`src/hw/rtl/bds_pkg.sv`:
```
// shared constants and types of the 2x2 rgb box downsampler
// no dependencies; used by every other file of the block except bds_ram

package bds_pkg;

	localparam int MAX_WIDTH  = 1024;
	localparam int LINE_DEPTH = (MAX_WIDTH + 1) / 2;
	localparam int COL_W      = $clog2(MAX_WIDTH);
	localparam int SLOT_W     = $clog2(LINE_DEPTH);
	localparam int WIDTH_W    = 11;
	localparam int HEIGHT_W   = 16;
	localparam int CHAN_W     = 8;
	localparam int PAIR_W     = CHAN_W + 1;
	localparam int CFG_IDX_W  = 2;
	localparam int CFG_DATA_W = 16;

	localparam int RESET_WIDTH  = 640;
	localparam int RESET_HEIGHT = 480;

	localparam logic [CFG_IDX_W-1:0] REG_IMAGE_WIDTH  = CFG_IDX_W'(0);
	localparam logic [CFG_IDX_W-1:0] REG_IMAGE_HEIGHT = CFG_IDX_W'(1);

	// per-channel horizontal pair sums, also the line store word
	typedef struct packed {
		logic [PAIR_W-1:0] r;
		logic [PAIR_W-1:0] g;
		logic [PAIR_W-1:0] b;
	} pair_t;

	localparam int PAIR_BITS = $bits(pair_t);

	// frame geometry derived from the configuration registers
	typedef struct packed {
		logic [COL_W-1:0]    col_wrap;
		logic [HEIGHT_W-1:0] row_wrap;
		logic [COL_W-1:0]    col_last;
		logic [HEIGHT_W-1:0] row_last;
	} geom_t;

	// what one accepted pixel produces
	typedef struct packed {
		logic  produce;
		logic  frame_end;
		pair_t pair;
	} step_t;

endpackage

```
`src/hw/rtl/bds_pix_out_if.sv`:
```
// output pixel channel: valid/ready with one averaged rgb pixel and frame end flag
// depends on bds_pkg

interface bds_pix_out_if;
	logic                       valid;
	logic                       ready;
	logic [bds_pkg::CHAN_W-1:0] red_out;
	logic [bds_pkg::CHAN_W-1:0] green_out;
	logic [bds_pkg::CHAN_W-1:0] blue_out;
	logic                       frame_end;

	modport source (output valid, red_out, green_out, blue_out, frame_end, input ready);
	modport sink (input valid, red_out, green_out, blue_out, frame_end, output ready);
endinterface

```
`src/hw/rtl/bds_avg_out.sv`:
```
// stage 1 register holding the new pair sums, then the 2x2 average into the output register
// depends on bds_pkg, bds_pix_out_if

module bds_avg_out (
	input  logic                   clk,
	input  logic                   arst_n,
	input  logic                   accept,
	input  bds_pkg::step_t         step,
	input  bds_pkg::pair_t         line_pair,
	output logic                   in_ready,
	bds_pix_out_if.source          pix_out
);

	logic                          valid_s1;
	logic                          frame_end_s1;
	bds_pkg::pair_t                pair_s1;
	logic                          valid_q;
	logic [bds_pkg::CHAN_W-1:0]    red_q;
	logic [bds_pkg::CHAN_W-1:0]    green_q;
	logic [bds_pkg::CHAN_W-1:0]    blue_q;
	logic                          frame_end_q;
	logic                          out_free;
	logic [bds_pkg::PAIR_W:0]      sum_r;
	logic [bds_pkg::PAIR_W:0]      sum_g;
	logic [bds_pkg::PAIR_W:0]      sum_b;

	assign out_free = ~valid_q | pix_out.ready;
	// line store data stays put while stage 1 holds, since a read is issued only on its load
	assign in_ready = ~valid_s1 | out_free;

	always_comb begin
		sum_r = {1'b0, line_pair.r} + {1'b0, pair_s1.r};
		sum_g = {1'b0, line_pair.g} + {1'b0, pair_s1.g};
		sum_b = {1'b0, line_pair.b} + {1'b0, pair_s1.b};
	end

	always_ff @(posedge clk or negedge arst_n) begin
		if (!arst_n) begin
			valid_s1 <= 1'b0;
			valid_q  <= 1'b0;
		end else begin
			if (in_ready) begin
				valid_s1 <= accept & step.produce;
			end
			if (out_free) begin
				valid_q <= valid_s1;
			end
		end
	end

	always_ff @(posedge clk) begin
		if (in_ready && accept && step.produce) begin
			pair_s1      <= step.pair;
			frame_end_s1 <= step.frame_end;
		end
		if (out_free && valid_s1) begin
			red_q       <= sum_r[bds_pkg::PAIR_W:2];
			green_q     <= sum_g[bds_pkg::PAIR_W:2];
			blue_q      <= sum_b[bds_pkg::PAIR_W:2];
			frame_end_q <= frame_end_s1;
		end
	end

	assign pix_out.valid     = valid_q;
	assign pix_out.red_out   = red_q;
	assign pix_out.green_out = green_q;
	assign pix_out.blue_out  = blue_q;
	assign pix_out.frame_end = frame_end_q;

endmodule
```
`src/flat_wrapper.sv`:
```
// flat-port wrapper written by rule: the top's interface ports become plain ports
module bds_avg_out_flat 
  (clk, arst_n, accept, step, line_pair, in_ready, pix_out_valid, pix_out_red_out, pix_out_green_out, pix_out_blue_out, pix_out_frame_end, pix_out_ready);
  bds_pix_out_if pix_out_i ();
  input  logic clk;
  input  logic arst_n;
  input  logic accept;
  input  bds_pkg::step_t step;
  input  bds_pkg::pair_t line_pair;
  output logic in_ready;
  output wire logic [$bits(pix_out_i.valid)-1:0] pix_out_valid;
  output wire logic [$bits(pix_out_i.red_out)-1:0] pix_out_red_out;
  output wire logic [$bits(pix_out_i.green_out)-1:0] pix_out_green_out;
  output wire logic [$bits(pix_out_i.blue_out)-1:0] pix_out_blue_out;
  output wire logic [$bits(pix_out_i.frame_end)-1:0] pix_out_frame_end;
  input wire logic [$bits(pix_out_i.ready)-1:0] pix_out_ready;
  assign pix_out_valid = pix_out_i.valid;
  assign pix_out_red_out = pix_out_i.red_out;
  assign pix_out_green_out = pix_out_i.green_out;
  assign pix_out_blue_out = pix_out_i.blue_out;
  assign pix_out_frame_end = pix_out_i.frame_end;
  assign pix_out_i.ready = pix_out_ready;
  bds_avg_out u_core (.clk(clk), .arst_n(arst_n), .accept(accept), .step(step), .line_pair(line_pair), .in_ready(in_ready), .pix_out(pix_out_i));
endmodule
```
`config.mk`:
```
export PLATFORM = sky130hd
export DESIGN_NAME = bds_avg_out_flat
export DESIGN_NICKNAME = d
export VERILOG_FILES = /design/src/hw/rtl/bds_pkg.sv /design/src/hw/rtl/bds_pix_out_if.sv /design/src/hw/rtl/bds_avg_out.sv /design/src/flat_wrapper.sv
export SDC_FILE = /design/constraint.sdc
export NUM_CORES = 1
export LEC_CHECK = 0
export BUFFER_PORTS_ARGS = -buffer_cell sky130_fd_sc_hd__buf_2
export CORE_UTILIZATION = 56
export CTS_BUF_LIST = sky130_fd_sc_hd__clkbuf_2
export DETAILED_ROUTE_END_ITERATION = 16
export HOLD_SLACK_MARGIN = 0.06
export PLACE_DENSITY = 0.94
export SETUP_SLACK_MARGIN = 0.2
export SYNTH_ARGS = -nofsm -noshare
export SYNTH_HDL_FRONTEND = slang
export SYNTH_SLANG_ARGS = --single-unit
```
`constraint.sdc`:
```
create_clock -name clk -period 3.7 [get_ports clk]
set_input_delay 0.185 -clock clk [delete_from_list [all_inputs] [get_ports clk]]
set_output_delay 0.185 -clock clk [all_outputs]
set_load 0.02 [all_outputs]
```
# Word level (Yosys, flattened, before mapping)
# Index checks and enable logic that the tools add are counted.
# totals
reg_bits	55
latch_bits	0
mem_bits_rw	0
romBits	0
out_inout_bits	27
memories	0
# classes
addsub	3
n_mul	0
n_div	0
magnitude_cmp	0
eq_ne	0
n_shift	0
mux	0
bitwise_logic	5
reduce_logical	3
# op_table
op	n
adder 9 x 9 -> 10 bit	3
logical AND 1 bit	3
inverter 1 bit	2
bitwise OR 1 bit	2
AND 1 bit	1

# Logic depth before layout (Yosys ltp)
# Gate-level depths: netlist of the first run.
# depth
depth_word	5
depth_mapped	5
ltp_nobuf	5

# Worst setup path before layout of the first run
# OpenSTA, ideal clock, no wires.
# synth_path
path_type	reg2reg
from	register u_core.valid_q (netlist: u_core.pix_out.valid)
to	register u_core.frame_end_s1 (enable)
setup_ns	0.416
arrival_time_ns	2.058
setup_slack_ns	1.225
path_stages_with_launch	3
n_path_buf	0
synth_period_minus_slack_ns	2.475
path_cell_list	dfrtp_1 nand3b_1 nor2b_1
# synth_between
elab_chain_len	5
# synth_rtl
item	line_no	text
start, declared	bds_avg_out.sv:17	logic valid_q;
start signal, assigned	bds_avg_out.sv:46	valid_q <= valid_s1;
inverter 1 bit	bds_avg_out.sv:27	assign out_free = ~valid_q | pix_out.ready;
bitwise OR 1 bit	bds_avg_out.sv:27	
bitwise OR 1 bit	bds_avg_out.sv:29	assign in_ready = ~valid_s1 | out_free;
named net in_ready	flat_wrapper.sv:10	output logic in_ready;
logical AND 1 bit (2 in series)	bds_avg_out.sv:52	if (in_ready && accept && step.produce) begin
end signal, assigned	bds_avg_out.sv:54	frame_end_s1 <= step.frame_end;
end, declared	bds_avg_out.sv:15	logic frame_end_s1;
# The timed path passes the listed nets, and every way through them passes these cells.
# A chain may end at the register's enable or synchronous reset.

# Worst setup path after layout of the first run
# layout_path
from	register u_core.pair_s1[23] (netlist bit)
to	register u_core.red_q (netlist bit u_core.pix_out.red_out[7]), data pin
# layout_between
elab_chain_len	1
# layout_rtl
item	line_no	text
start, declared	bds_avg_out.sv:16	bds_pkg::pair_t pair_s1;
start signal, assigned	bds_avg_out.sv:53	pair_s1 <= step.pair;
adder 9 x 9 -> 10 bit	bds_avg_out.sv:32	sum_r = {1'b0, line_pair.r} + {1'b0, pair_s1.r};
named net u_core.sum_r, one bit	bds_avg_out.sv:23	logic [bds_pkg::PAIR_W:0] sum_r;
end signal, assigned	bds_avg_out.sv:57	red_q <= sum_r[bds_pkg::PAIR_W:2];
end, declared	bds_avg_out.sv:18	logic [bds_pkg::CHAN_W-1:0] red_q;
# The timed path passes the listed nets, and every way through them passes these cells.

==> results of run 1 <==
[tightest hold or removal path: stages]
cell and delay, ns:
buf_2 0.08, ha_1 0.12, o21bai_1 0.10
[final cells by class]
class	instances	share of cell area [%]
Sequential cell	55	47.6
Timing Repair Buffer	121	22.6
Multi-Input combinational cell	111	26.6
Tap cell	52	1.89
Clock inverter	2	0.218
Inverter	3	0.326
Clock buffer	6	0.871
[what timing repair did]
| action | 4_1_cts | 5_1_grt |
|---|---|---|
| setup endpoints to repair | 0 | 0 |
| endpoints found under the hold margin | 32 | 0 |
| hold buffers | 34 | 0 |
[flip-flops by register name (all words and copies together) (netlist names)]
name                      flops
u_core.pix_out.green_out      8
u_core.pair_s1               27
u_core.valid_s1               1
u_core.pix_out.frame_end      1
u_core.pix_out.valid          1
u_core.frame_end_s1           1
u_core.pix_out.red_out        8
u_core.pix_out.blue_out       8
[through the flow]
stage / hold WS, ns / utilization (%) / setup slack, ns / instances / instance area [um2]
finish: 0.123 / 78.7 / 1.77 / 350 / 3450
global route: 0.0847 / 78.7 / 1.72 / 350 / 3450
CTS: 0.110 / 78.7 / 1.78 / 350 / 3450
detailed placement: -0.0264 / 70.1 / 1.80 / 308 / 3070
global placement: -0.0288 / 70.1 / 1.87 / 308 / 3070
floorplan: -0.111 / - / 1.23 / 169 / 2570
[final timing paths]
check | from | to | slack, ns | cells after the start
max in group asynchronous | arst_n | u_core.pix_out.valid | 2.99 | 3
hold reg to reg | u_core.frame_end_s1 | u_core.pix_out.frame_end | 0.46 | 0
setup reg to reg | u_core.pair_s1[23] | u_core.pix_out.red_out[7] | 1.77 | 5
min in group asynchronous | arst_n | u_core.valid_s1 | 0.58 | 3
hold / removal | line_pair[8] | u_core.pix_out.blue_out[7] | 0.12 | 3
setup / recovery | u_core.pair_s1[23] | u_core.pix_out.red_out[7] | 1.77 | 5
[cells in the final DEF (no fill, tap or decap), drive strengths merged, types with 2 or more instances in the layout]
| master | synthesis | routed |
|---|---|---|
| a211o | 2 | 2 |
| a21o | 8 | 8 |
| a21oi | 10 | 10 |
| a221oi | 4 | 4 |
| a22o | 2 | 2 |
| a31oi | 3 | 3 |
| and3 | 4 | 4 |
| buf | 0 | 87 |
| clkbuf | 0 | 6 |
| clkinv | 0 | 2 |
| dfrtp | 2 | 2 |
| dlygate4sd3 | 0 | 34 |
| edfxtp | 53 | 53 |
| ha | 24 | 24 |
| inv | 3 | 3 |
| nand2 | 7 | 7 |
| nand2b | 4 | 4 |
| nand4 | 2 | 2 |
| nor2 | 9 | 9 |
| nor2b | 2 | 2 |
| nor3 | 2 | 2 |
| o211ai | 2 | 2 |
| o21bai | 2 | 2 |
| xnor2 | 12 | 12 |
| xor2 | 5 | 5 |
[routing by layer]
metal	part of all wire (%)	global-route usage, %
met5	0	0
met4	3.2	10.2
met3	5.8	6.69
met2	54	43.7
met1	37	24.6
[power groups by stage]
| stage | clock network, mW | registers [mW] | logic [mW] |
|---|---|---|---|
| after CTS | 0.224 | 0.750 | 0.273 |
| after global placement | 0 | 0.763 | 0.234 |
| after floorplan | 0 | 0.798 | 0.129 |
| after global routing | 0.253 | 0.755 | 0.301 |
| after detailed placement | 0 | 0.765 | 0.244 |
| final | 0.224 | 0.750 | 0.277 |
[logic make-up (layout without fill, tap and decap cells)]
kind of cell / Yosys count / after routing / share of synthesized area, %
adders and majority gates: 24 / 24 / 11.7
and+or+nand+nor: 34 / 34 / 7.17
DFF: 55 / 55 / 64.0
buffers and inverters: 3 / 132 / 0.439
xor gates and xnor gates: 17 / 17 / 5.80
AOI/OAI and AO/OA: 36 / 36 / 10.9
==> metrics.md, run 1 <==
| Metric | Value |
|---|---|
| Outcome | `finished, final reports clean` |
| Int Power | `~900 uW` |
| CTS root buf | `clkbuf_2` |
| Worst-Skew Late Latency | `0.44 ns` |
| Reg power frac | `60.0%` |
| First-pass GRT wire length | `8.69 mm` |
| CP max stage cell | `edfxtp_1` |
| Startpoint types | `flip-flop` |
| FMAX | `0.518 GHz` |
| Fillers | `258` |
| Ys flop type | `edfxtp_1` |
| Synthesis Warnings | `0` |
| Total negative slack | `0 ns` |
| Wire per inst | `~15 um` |
| Most common cell in the netlist | `edfxtp_1` |
| Pwr/cell area | `roughly 360 nW/um2` |
| Share of layout cells above drive strength 1 | `around a third` |
| Synth top area cells | `edfxtp_1 (62%), ha_1 (12%), xnor2_1 (4.1%), a21o_1 (2.0%), a21oi_1 (2.0%)` |
| # setup viols final | `0` |
| TritonCTS Sinks | `55` |
| Leakage | `1.50 nW` |
| Mapped cell area | `around 2600 um2` |
| Worst path buffer plus inverter count | `0` |
| Total grt overflow | `0` |
| Comb pwr share | `22.1%` |
| H-tree depth | `2` |
| Residual DRC | `0` |
| Vias in the first global route | `1969` |
| Asr flop ratio synth | `3.64%` |
| Fin. Hold Viols | `0` |
| Core area | `4380 um2` |
| CTS buffer count | `5` |
| Number of port buffers | `86` |
| Largest net degree at the start of global routing | `26` |
| Setup CP Type | `flip-flop to flip-flop` |
| Sequential share of the synthesized area | `around 64%` |
| Die ar. | `between 4000 and 5000 um2` |
| Fin nets | `roughly 380` |
| Total setup buffers inserted after CTS | `0` |
| Synth top area share | `roughly 62%` |
| Post-synth EDFFs | `53` |
| Syn_nets | `253` |
| Routed Antenna Nets | `0` |
| Power, Total | `1.25 mW` |
| I/O pin cnt | `87` |
| DR iter-0 viols | `roughly 120` |
| Post-Route WL | `5.30 mm` |
| Peak supply drop | `0.239 mV` |
| Switching share of power | `~27%` |
| Post-CTS Resized | `0` |
| Max Buffers Root-to-Sink | `2` |
| Via Count | `around 1.9k` |
| Fin Clk Skew | `0.0230 ns` |
| FP Rows | `24` |
| TritonCTS clock tree | `done` |
| Worst-margin pin slew | `1.12 ns` |
| Unrepaired setup endpoints after global routing | `false` |
| Post-DP HPWL | `3.39 mm` |
| Clock network power share | `17.9%` |
| Net switching power | `336 uW` |
| Max-cap viol count | `0` |
| Register bit total from synthesis | `55` |
| Yosys cell types | `31` |
| Reg clk slew, reported paths | `0.27 ns` |
| FF/Latch Area | `1640 um2` |
| DRT Pass-1 Iters | `4` |
| Layout overhead on the synthesized area | `34.4%` |
| Total global-route track usage | `23.5%` |
| Post-route minimum period | `slightly below 2 ns` |
| Slew margin rel. | `about a quarter` |
| Synth top cells by count | `edfxtp_1 (53), ha_1 (24), xnor2_1 (12)` |
| Synth area leader | `edfxtp_1` |
| Final Slew Violations | `0` |
| Die H | `69.7 um` |
| Hold Path Class | `primary input to flip-flop` |
| Type of destination of the critical path | `flip-flop` |
| Vias per std cell | `about 5.3` |
| Crit-path max cell delay | `~0.44 ns` |
| GPL Wtd Cong | `0.809` |
| Die X | `between 60 and 70 um` |
| Initial antenna violation count | `0` |
| Ant. Diodes | `0` |
| Multi-input gate area | `916 um2` |
| Initial core utilization | `58.5%` |
| Mapped Avg Cell Area | `between 15 and 20 um2` |
| Crit path max fanout | `5` |
| Cell chain of the critical path | `ha_1 > and3_1 > a22o_1 > a211o_1 > a21o_1` |
| Critical Path AT | `2.17 ns` |
| Synthesized instance count | `between 150 and 200` |
| Required time worst endpoint | `around 4 ns` |
| Tcrit/Tclk final | `52.2%` |
| Top cell family by delay on the critical path | `compound AO/OA/AOI/OAI gates` |
Power figures use the tool's default switching activity.
==> run 2, diff against run 1 <==
CORE_UTILIZATION = 52   (was 56)
PLACE_DENSITY = 0.88   (was 0.94)
clock period = 1.8 ns   (was 3.7 ns; I/O delays follow)
==> metrics.md, run 2 (synthesized netlist as in run 1, its figures left out) <==
| Metric | Value |
|---|---|
| Vias per std cell | `5.48` |
| Fillers | `209` |
| Vias in the first global route | `approximately 2.2k` |
| Dpl cell area | `3230 um2` |
| Most common cell after layout, fill and taps aside | `buf_2` |
| H-tree depth | `2` |
| Reg clk slew, reported paths | `0.27 ns` |
| Post-route minimum period | `1.84 ns` |
| Peak supply drop | `0.504 mV` |
| Wire per inst | `around 20 um` |
| CTS root buf | `clkbuf_2` |
| Startpoint types | `flip-flop` |
| Core area | `4720 um2` |
| Failing checks | `negative setup slack` |
| Crit path max fanout | `5` |
| Die X | `72.3 um` |
| Max reg flops | `27` |
| Pwr/cell area | `755 nW/um2` |
| Final instance area | `4200 um2` |
| Worst-Skew Late Latency | `0.45 ns` |
| Required time worst endpoint | `2.04 ns` |
| GPL Wtd Cong | `0.830` |
| Hold Path Class | `primary input to flip-flop` |
| Crit-path max cell delay | `0.50 ns` |
| Leakage | `between 1.5 and 2 nW` |
| Ant. Diodes | `0` |
| FP Rows | `25` |
| Initial core utilization | `54.3%` |
| Number of port buffers | `86` |
| Setup CP Type | `flip-flop to flip-flop` |
| Layout overhead on the synthesized area | `63.6%` |
| Fin Clk Skew | `0.0153 ns` |
| Total global-route track usage | `25.7%` |
| FMAX | `about 0.54 GHz` |
| Core Util, Final | `88.9%` |
| Max-cap viol count | `0` |
| I/O pin cnt | `87` |
| Fin. Hold Viols | `0` |
| TritonCTS Sinks | `55` |
| Final Slew Violations | `0` |
| Initial antenna violation count | `0` |
| Biggest register | `u_core.pair_s1` |
| Most frequent cells in the layout | `buf_2 (86), edfxtp_1 (53), dlygate4sd3_1 (38)` |
| DR iter-0 viols | `91` |
| CP max stage cell | `edfxtp_1` |
| Tcrit/Tclk final | `102%` |
| Outcome | `complete, but fails checks` |
| CTS buffer count | `5` |
| # setup viols final | `3` |
| Critical Path AT | `2.08 ns` |
| Total grt overflow | `0` |
| First-pass GRT wire length | `9.95 mm` |
| TritonCTS clock tree | `done` |
| Largest net degree at the start of global routing | `29` |
| DRT Pass-1 Iters | `4` |
| Top cell family by delay on the critical path | `compound AO/OA/AOI/OAI gates` |
| Worst path buffer plus inverter count | `0` |
| Die ar. | `5220 um2` |
| Fin nets | `408` |
| Type of destination of the critical path | `flip-flop` |
| Share of layout cells above drive strength 1 | `between 50% and 60%` |
| Unrepaired setup endpoints after global routing | `true` |
| Die H | `approximately 72 um` |
| Max Buffers Root-to-Sink | `2` |
| Post-DP HPWL | `3.62 mm` |
| Residual DRC | `0` |
| Routed Antenna Nets | `0` |
| Post-Route WL | `~7.8 mm` |
| Slew margin rel. | `70.8%` |
| Cell chain of the critical path | `ha_4 > nor2_4 > a2111oi_4 > a31oi_1 > xnor2_1` |
| Via Count | `2147` |
| Post-route setup slack | `-0.0398 ns` |
| Worst-margin pin slew | `0.439 ns` |
## run 2: cell type report
type / count / area (um2) / share of cell area (%)
clock buffer: 5 / 25.0 / 0.596
clock inverter: 3 / 67.6 / 1.61
inverter: 3 / 11.3 / 0.268
multi-input combinational: 111 / 1350 / 32.2
sequential: 55 / 1640 / 39.1
tap: 67 / 83.8 / 2.00
timing repair buffer: 148 / 1010 / 24.2
## run 2: per-stage QoR
stage                     setup TNS (ns)  cells  worst slack [ns]  hold slack, ns  power [mW]
final                            -0.0920    392           -0.0398          0.0950        3.17
after global routing              -0.297    392           -0.0978          0.0523        3.27
after CTS                              0    381            0.0326          0.0691        3.00
after detailed placement               0    326            0.0242          -0.121        2.12
after global placement                 0    326            0.0677          -0.124        2.10
after floorplan                        0    169             0.119          -0.206        1.93
## run 2: worst paths after layout
path	end	cells after the start	startpoint	slack, ns
max in group asynchronous	u_core.pix_out.valid	3	arst_n	1.20
setup / recovery	u_core.pix_out.blue_out[5]	5	u_core.pair_s1[3]	-0.04
setup reg to reg	u_core.pix_out.blue_out[5]	5	u_core.pair_s1[3]	-0.04
hold reg to reg	u_core.pix_out.frame_end	0	u_core.frame_end_s1	0.48
min in group asynchronous	u_core.pix_out.valid	3	arst_n	0.47
hold / removal	u_core.pix_out.red_out[0]	3	line_pair[20]	0.1
## run 2: timing repair
| action | CTS | global route |
|---|---|---|
| pin swaps | 16 | 33 |
| resized for setup | 20 | 33 |
| setup endpoints to repair | 15 | 19 |
| hold buffers | 38 | 0 |
| setup buffers | 9 | 11 |
| endpoints found under the hold margin | 39 | 0 |
## run 2: worst register-to-register path, delay by kind of cell (launching register included)
| kind | cells | cell delay (ns) |
|---|---|---|
| DFF | 1 | 0.50 |
| and+or+nand+nor | 1 | 0.05 |
| adders and majority gates | 1 | 0.32 |
| AOI/OAI and AO/OA | 2 | 0.61 |
| xor gates and xnor gates | 1 | 0.16 |
## run 2: metal layers
| metal | global-route usage [%] | part of all wire, % | wire length, um | vias to the layer above |
|---|---|---|---|---|
| met4 | 10.5 | 3.5 | 272 | 0 |
| met2 | 51.3 | 58 | 4480 | 123 |
| met3 | 5.14 | 5.9 | 455 | 31 |
| li1 | - | - | - | 967 |
| met1 | 25.5 | 33 | 2550 | 1026 |
| met5 | 0 | 0 | 0 | - |
## run 2: power by group
group          switching [mW]  internal (mW)
clock network           0.401          0.372
registers              0.0310           1.52
logic                   0.423          0.420
==> run 3, diff against run 2 <==
CELL_PAD_IN_SITES_DETAIL_PLACEMENT = 1   (was unset)
CELL_PAD_IN_SITES_GLOBAL_PLACEMENT = 1   (was unset)
CORE_UTILIZATION = 41   (was 52)
PLACE_DENSITY = 0.87   (was 0.88)
==> metrics.md, run 3 (synthesized netlist as in run 1, its figures left out) <==
| Metric | Value |
|---|---|
| Outcome | `finished, final reports clean` |
| Max-cap viol count | `0` |
| Unrepaired setup endpoints after global routing | `true` |
| Required time worst endpoint | `2.07 ns` |
| Leakage | `~1.6 nW` |
| Fin nets | `approximately 400` |
| Max reg flops | `27` |
| Hold Path Class | `primary input to flip-flop` |
| Initial core utilization | `42.8%` |
| Setup CP Type | `flip-flop to flip-flop` |
| Most common cell after layout, fill and taps aside | `buf_2` |
| Placed cell count | `337` |
| Post-route minimum period | `~1.8 ns` |
| Core area | `5990 um2` |
| Die H | `around 81 um` |
| Multi-input gate area | `1240 um2` |
| Max Buffers Root-to-Sink | `2` |
| Reg power frac | `55.2%` |
| Cell chain of the critical path | `ha_4 > a21o_1 > a22o_1 > a211o_1 > a21o_1` |
| GPL Wtd Cong | `0.786` |
| Worst setup path startpoint | `u_core.pair_s1[14]` |
| TritonCTS Sinks | `55` |
| Crit path capture | `u_core.pix_out.green_out[7]` |
| # setup viols final | `0` |
| CP max stage cell | `edfxtp_1` |
| Int Power | `2.01 mW` |
| FMAX | `0.559 GHz` |
| Post-Route WL | `7.68 mm` |
| DR iter-0 viols | `53` |
| Clock network power share | `around 17%` |
| Hold Crit Start | `line_pair[8]` |
| Type of destination of the critical path | `flip-flop` |
| DRT Pass-1 Iters | `4` |
| Tcrit/Tclk final | `99.4%` |
| FP Rows | `28` |
| TritonCTS clock tree | `done` |
| Crit-path max cell delay | `0.51 ns` |
| Slew margin rel. | `75.9%` |
| Register-to-Register Path Depth | `5` |
| Final instance area | `roughly 4000 um2` |
| Reg clk slew, reported paths | `0.29 ns` |
| Routed Antenna Nets | `0` |
| Power, Total | `2.82 mW` |
| Initial antenna violation count | `0` |
| Wire per inst | `19.4 um` |
| Layout overhead on the synthesized area | `55.9%` |
| Die X | `81.1 um` |
| Most frequent cells in the layout | `buf_2 (86), edfxtp_1 (53), dlygate4sd3_1 (37)` |
| Worst-margin pin slew | `about 0.36 ns` |
| CTS buffer count | `5` |
| Die ar. | `6580 um2` |
| Critical R2R Launch | `u_core.pair_s1[14]` |
| FF/Latch Area | `1640 um2` |
| First-pass GRT wire length | `11.0 mm` |
| Number of port buffers | `86` |
| CTS root buf | `clkbuf_2` |
| Dpl cell area | `between 3000 and 4000 um2` |
| Fin. Hold Viols | `0` |
| Crit path max fanout | `2` |
| Peak supply drop | `0.448 mV` |
| Worst-Skew Late Latency | `about 0.45 ns` |
| Post-DP HPWL | `4.39 mm` |
| Total global-route track usage | `around a quarter` |
| Ant. Diodes | `0` |
| Vias per std cell | `5.11` |
| Final Slew Violations | `0` |
| Pwr/cell area | `704 nW/um2` |
| Total grt overflow | `0` |
| Net switching power | `roughly 800 uW` |
| H-tree depth | `2` |
| I/O pin cnt | `87` |
| Startpoint types | `flip-flop` |
| R2r setup slk | `0.01 ns` |
| Reg2reg end | `u_core.pix_out.green_out[7]` |
| Post-route insts no fill | `about 400` |
| Most frequent CP cell | `a21o_1` |
| Share of layout cells above drive strength 1 | `roughly 50%` |
| Fillers | `600` |
| Biggest register | `u_core.pair_s1` |
| Vias in the first global route | `2200` |
| Via Count | `2022` |
| Comb pwr share | `approximately 28%` |
| Largest net degree at the start of global routing | `26` |
| Residual DRC | `0` |
| Switching share of power | `28.6%` |
| Critical Path AT | `2.06 ns` |
| Fin Clk Skew | `~0.026 ns` |
[run 3: cell type report]
type                            count  share of cell area [%]
Clock buffer                        7                   0.876
Clock inverter                      1                   0.125
Inverter                            3                   0.282
Multi-Input combinational cell    111                    31.1
Sequential cell                    55                    41.1
Tap cell                           75                    2.35
Timing Repair Buffer              144                    24.2
[run 3: worst min path at each step]
stage          depth (start not counted)  slack [ns]                           to
6_report                               3        0.08   u_core.pix_out.blue_out[7]
5_1_grt                                3        0.06   u_core.pix_out.blue_out[7]
4_1_cts                                3        0.06  u_core.pix_out.green_out[7]
3_5_place_dp                           1       -0.12              u_core.valid_s1
3_3_place_gp                           1       -0.12              u_core.valid_s1
2_1_floorplan                          0       -0.21         u_core.pix_out.valid
[run 3: what timing repair did]
item,4_1_cts,5_1_grt
setup buffers,10,4
setup endpoints to repair,17,19
pin swaps,18,13
resized for setup,24,15
endpoints found under the hold margin,35,1
hold buffers,36,1
[run 3: through the flow]
stage / hold slack (ns) / setup WS (ns) / setup TNS [ns] / util [%]
after floorplan: -0.206 / 0.119 / 0 / -
after global placement: -0.124 / 0.0496 / 0 / 54.2
after detailed placement: -0.122 / -0.0269 / -0.0593 / 54.2
after CTS: 0.0630 / 0.00345 / 0 / 64.6
after global routing: 0.0585 / -0.0912 / -0.381 / 66.8
final: 0.0756 / 0.0101 / 0 / 66.8
[run 3: per-layer routing]
metal	GRT usage (%)	share of wire [%]
met1	23.0	34
met2	46.6	58
met3	4.94	5.0
met4	9.82	2.5
met5	0	0
[run 3: worst max-delay path, delay by kind of cell, from the launching register on]
kind | cells | cell delay [ns]
DFF | 1 | 0.51
AOI/OAI and AO/OA | 4 | 0.89
adders and majority gates | 1 | 0.20
[run 3: power groups by stage]
stage               registers, mW  clock network, mW  logic (mW)
floorplan                    1.64                  0       0.285
global route                 1.56              0.536       0.829
CTS                          1.55              0.491       0.696
finish                       1.55              0.488       0.775
global placement             1.57                  0       0.530
detailed placement           1.58                  0       0.560
